[config.mk]
export PLATFORM = sky130hd
export DESIGN_NAME = rsi_front
export DESIGN_NICKNAME = d
export VERILOG_FILES = /design/src/rtl/core/rsi_pkg.sv /design/src/rtl/core/rsi_front.sv
export SDC_FILE = /design/constraint.sdc
export NUM_CORES = 1
export LEC_CHECK = 0
export ABC_CLOCK_PERIOD_IN_PS = 21600
export BUFFER_PORTS_ARGS = -buffer_cell sky130_fd_sc_hd__buf_2
export CAP_MARGIN = 30
export CORE_AREA = 2 2 297 299
export CTS_BUF_LIST = sky130_fd_sc_hd__clkbuf_8 sky130_fd_sc_hd__clkbuf_16
export CTS_CLUSTER_SIZE = 8
export DETAILED_ROUTE_END_ITERATION = 10
export DIE_AREA = 0 0 299 301
export GPL_TIMING_DRIVEN = 0
export PLACE_DENSITY = 0.47
export SYNTH_ARGS = -nofsm -noshare
export SYNTH_HDL_FRONTEND = slang
export SYNTH_SLANG_ARGS = --single-unit
[constraint.sdc]
create_clock -name clock -period 21.6 [get_ports clock]
set_input_delay 1.08 -clock clock [delete_from_list [all_inputs] [get_ports clock]]
set_output_delay 1.08 -clock clock [all_outputs]
set_load 0.01 [all_outputs]
[src/rtl/core/rsi_pkg.sv]
package rsi_pkg;

   localparam int FRAC_BITS = 16;
   localparam int SQ_ITER = (64 + FRAC_BITS + 1) / 2;
   localparam int SQ_W = SQ_ITER;
   localparam int SQ_CNT_W = $clog2(SQ_ITER);
   localparam int NRM_W = 18;
   localparam int QDEPTH = 4;
   localparam int QPTR_W = $clog2(QDEPTH);
   localparam int T_W = 34;

   localparam logic signed [63:0] SAT64 = 64'sh7FFF_FFFF_FFFF_FFFF;

   localparam logic [2:0] REG_CX    = 3'd0;
   localparam logic [2:0] REG_CY    = 3'd1;
   localparam logic [2:0] REG_CZ    = 3'd2;
   localparam logic [2:0] REG_RAD   = 3'd3;
   localparam logic [2:0] REG_COLOR = 3'd4;

   typedef struct packed {
      logic [31:0] cx;
      logic [31:0] cy;
      logic [31:0] cz;
      logic [30:0] radius;
      logic [23:0] color;
   } rsi_cfg_type;

   typedef struct packed {
      logic [31:0] ox;
      logic [31:0] oy;
      logic [31:0] oz;
      logic [31:0] dx;
      logic [31:0] dy;
      logic [31:0] dz;
      logic [31:0] tlo;
      logic [31:0] thi;
      logic [32:0] ocx;
      logic [32:0] ocy;
      logic [32:0] ocz;
      logic        skip;
   } rsi_ray_type;

   typedef struct packed {
      logic                   hit;
      logic [31:0]            t;
      logic [2:0][31:0]       p;
      logic [2:0][NRM_W-1:0]  nrm;
      logic [23:0]            color;
   } rsi_rsp_type;

   function automatic logic signed [63:0] sat_add(input logic signed [63:0] x,
                                                  input logic signed [63:0] y);
      logic signed [64:0] s;
      s = 65'(x) + 65'(y);
      if (s > 65'(SAT64)) begin
         return SAT64;
      end else if (s < -65'(SAT64)) begin
         return -SAT64;
      end else begin
         return s[63:0];
      end
   endfunction

   function automatic logic signed [63:0] sat_sub(input logic signed [63:0] x,
                                                  input logic signed [63:0] y);
      return sat_add(x, -y);
   endfunction

   function automatic logic [63:0] mag64(input logic signed [63:0] x);
      logic signed [63:0] nx;
      nx = -x;
      return x[63] ? nx : x;
   endfunction

   function automatic logic [31:0] clamp32(input logic signed [63:0] v);
      if (v > 64'sh7FFF_FFFF) begin
         return 32'h7FFF_FFFF;
      end else if (v < -64'sh8000_0000) begin
         return 32'h8000_0000;
      end else begin
         return v[31:0];
      end
   endfunction

endpackage

[src/rtl/core/rsi_front.sv]
module rsi_front import rsi_pkg::*; (
   input  logic        clock,
   input  logic        reset,
   input  logic        push,
   output logic        full,
   input  logic [31:0] origin_x,
   input  logic [31:0] origin_y,
   input  logic [31:0] origin_z,
   input  logic [31:0] dir_x,
   input  logic [31:0] dir_y,
   input  logic [31:0] dir_z,
   input  logic [31:0] t_low,
   input  logic [31:0] t_high,
   input  rsi_cfg_type cfg,
   input  logic        q_full,
   output logic        q_push,
   output rsi_ray_type q_data
);

   logic        valid_ff, valid_in;
   rsi_ray_type data_ff, data_in;
   logic        accept;

   assign full   = valid_ff & q_full;
   assign q_push = valid_ff & ~q_full;
   assign accept = push & ~full;
   assign q_data = data_ff;

   always_comb begin
      valid_in = valid_ff;
      data_in  = data_ff;
      if (q_push) begin
         valid_in = 1'b0;
      end
      if (accept) begin
         valid_in     = 1'b1;
         data_in.ox   = origin_x;
         data_in.oy   = origin_y;
         data_in.oz   = origin_z;
         data_in.dx   = dir_x;
         data_in.dy   = dir_y;
         data_in.dz   = dir_z;
         data_in.tlo  = t_low;
         data_in.thi  = t_high;
         data_in.ocx  = 33'($signed(origin_x)) - 33'($signed(cfg.cx));
         data_in.ocy  = 33'($signed(origin_y)) - 33'($signed(cfg.cy));
         data_in.ocz  = 33'($signed(origin_z)) - 33'($signed(cfg.cz));
         data_in.skip = $signed(t_low) > $signed(t_high);
      end
   end

   always_ff @(posedge clock) begin
      if (reset) begin
         valid_ff <= 1'b0;
      end else begin
         valid_ff <= valid_in;
      end
      data_ff <= data_in;
   end

endmodule

==> results.toml <==
[cts]
cts_hold_buf = 0
cts.clk_slew.worst_paths_ns = 0.05
h-tree-depth = 2
cts.repair.resized = 0
cts_setup_buffers = 0
clock_path_buffers = 3
root_buffer = "clkbuf_16"
insertion_delay_ns = 0.60
cts_buffers = 52
cts_tree = "built"
cts.sinks = 357

[worst_setup_path]
cp.required_ns = 21.91
r2r-end = "q_data[154]"
rrSetupSlack_ns = 18.57
worstRegToRegCells = 8
path_cells = "buf_2 > inv_1 > ha_1 > fa_1 > nor2b_1 > o31a_1 > o211ai_1 > a31oi_1 > a31oi_1 > o21ai_1 > nor2_1 > xnor2_1"
worstSetupPathType = "input port to flip-flop"
worstPathArrival_ns = 4.01
reg2reg_from = "valid_ff"
cp_common_cell = "a31oi_1"
worstSetupStartpointType = "input port"
crit_fanout = 4
critPathCaptureType = "flip-flop"
crit_path_max_incr_delay_ns = 0.47
critPathSlowestCell = "a31oi_1"

[finish]
final_util_pct = 27.4
multi_input_comb_area_um2 = 5620
drive_above_1_share_pct = 38.2
nFillCells = 9109
area_delta_synth_final_pct = 39.7
final_area_um2 = 23700
regArea_um2 = 10700
final_nets = 2618

[yosys]
netlist_area_um2 = 17000
syn_nets = 1840
synth.distinct_cells = 65
yosysMostFrequentCell = "edfxtp_1"
yosysWarnings = 0
synth_edf_count = 356
async_reset_ff_share_pct = 0
ys_seq_elements = 357
synth_top_area_share_pct = 63.1
synthTopCellsByArea = "edfxtp_1 (63%), ha_1 (9.4%), inv_1 (3.4%), xnor2_1 (3.0%), a21oi_1 (2.9%)"
synth_commonest_cells = "edfxtp_1 (356), inv_1 (152), ha_1 (128), a21oi_1 (98), nor2_1 (64)"
postSynthCellCount = 1298
synth_area_leader_cell = "edfxtp_1"
ys.flop_type = "edfxtp_1"
synth_seq_area_share_pct = 63.2
syn_area_per_cell_um2 = 13.1

[timing]
finalCritPeriodShare_pct = 17.1
max-slew-margin-rel_pct = 47.6
period_minus_slack_ns = 3.70
holdWs_ns = 0.651
fmax_mhz = 270
final.setup_skew_ns = 0.0237
finalMaxSlewViolations = 0
hold_viol_final = 0
worst_slew_pin_slew_ns = 0.785
setup_tns_ns = 0
setup_violations = 0
rsz0062_at_grt = "false"

[pwr]
p_comb_share_pct = 17.6
leakagePower_uw = 0.0105
ir_drop_uv = 52.0
p_sw_uw = 526
p_sw_share_pct = 26.8
pwr_density_cell_nw_per_um2 = 82.9
internal_power_uw = 1440
p_clk_share_pct = 39.2
power_frac_seq_pct = 43.2

[global_route]
grt_pass1_wl_mm = 85.8
grt_max_degree = 37
grt_overflow = 0
grtUsageTotal_pct = 12.5
antenna_found_initial = 10
grt_pass1_vias = 13400

[placement]
place.gp.congestion = 0.863
dp_hpwl_mm = 49.2
io_buffers = 713
dpl-instance-area_um2 = 22200

[outcome]
outcome = "finished clean"

[floorplan]
io_pins = 769
die_y_um = 301
dieWidth_um = 299
initial_core_util_pct = 19.6
fp.dieArea_um2 = 90000
rows = 108
core_area_um2 = 86500

[hold_path]
hp-class = "input port to flip-flop"
holdPathEnd = "q_data[214]"
holdPathStages = 1
hp-start = "dir_y[18]"

[route]
viasPerCell = 4.08
drtIter0Drc = 780
num_vias = 13200
postRouteAntennaNets = 0
routed_wl_mm = 59.7
drcViolationCount = 0
drt_pass1_iterations = 6
routedWlPerCell_um = 18.4

[job]
maxCapViolCount = 0
[flip-flops by register name (all words and copies together), names as in the netlist]
name,flops
valid_ff,1
q_data,356
[power by group through the flow]
stage               combinational [uW]  clock (uW)  sequential [uW]
floorplan                          156           0              914
global placement                   340           0              896
detailed placement                 349           0              863
CTS                                351         798              850
global route                       382         822              854
finish                             346         770              849
[placed cells by master (no fill, tap or decap), types with 7 or more instances in the layout]
cell,instances
xnor2_1,58
buf_12,11
o21ai_0,53
nor3_1,23
o211ai_1,7
a21oi_1,98
o21a_1,13
clkbuf_16,52
clkbuf_1,16
inv_1,160
nand3_1,29
nand4_1,14
ha_1,128
nor2_1,64
xor2_1,19
edfxtp_1,356
nor2b_1,22
a31oi_1,16
and3_1,10
nand2_1,57
nand2b_1,19
and4_1,7
a21o_1,49
buf_2,713
[how the worst max path moves through the flow]
stage            endpoint  slack (ns)        start  cells past startpoint
2_1_floorplan   q_data[0]        3.57       q_full                      2
3_3_place_gp   q_data[77]       -4.21       q_full                      3
3_5_place_dp   q_data[60]       17.34  origin_y[0]                     12
4_1_cts        q_data[60]       17.94  origin_y[0]                     12
5_1_grt        q_data[60]       17.67  origin_y[0]                     12
6_report       q_data[60]       17.90  origin_y[0]                     12
[per-layer routing]
metal | GRT usage, % | share of wire (%) | vias to the layer above
li1 | - | - | 6340
met3 | 3.23 | 6.9 | 72
met4 | 3.54 | 2.0 | 8
met1 | 15.6 | 42 | 6351
met2 | 21.4 | 49 | 473
met5 | 0 | 0.092 | -
[worst max-delay path, delay by kind of cell]
family	cells	cell delay, ns
buffers and inverters	2	0.13
XOR/XNOR	1	0.47
AO/OA/AOI/OAI	5	1.43
adder cells (fa/ha/maj)	2	0.62
AND/OR/NAND/NOR	2	0.26
[layout make-up]
| type | count | area share (%) |
|---|---|---|
| diodes | 3 | 0.0317 |
| inverters | 152 | 2.41 |
| flip-flops and latches | 357 | 45.2 |
| well taps | 1155 | 6.10 |
| repair buffers | 724 | 16.0 |
| clock inverters | 14 | 0.734 |
| clock buffers | 53 | 5.55 |
| multi-input cells | 773 | 23.7 |
| plain buffers | 16 | 0.253 |
[through the flow]
stage / setup WS, ns / power (uW) / cells
3_5_place_dp: 17.34 / 1210 / 3177
2_1_floorplan: 3.57 / 1070 / 1298
6_report: 17.90 / 1970 / 3247
3_3_place_gp: -4.21 / 1240 / 3166
5_1_grt: 17.67 / 2060 / 3245
4_1_cts: 17.94 / 2000 / 3244
[kinds of logic (layout without fill, tap and decap cells)]
kind of cell / Yosys count / in the layout / share of synthesized area [%]
buffers and inverters: 168 / 959 / 3.72
adders and majority gates: 131 / 131 / 9.80
DFF: 357 / 357 / 63.2
other: 0 / 3 / 0
xor gates and xnor gates: 77 / 77 / 3.98
muxes: 4 / 4 / 0.236
and+or+nand+nor: 265 / 265 / 7.82
AOI/OAI and AO/OA: 296 / 296 / 11.3
No activity file was read; power rests on OpenSTA's default activity.
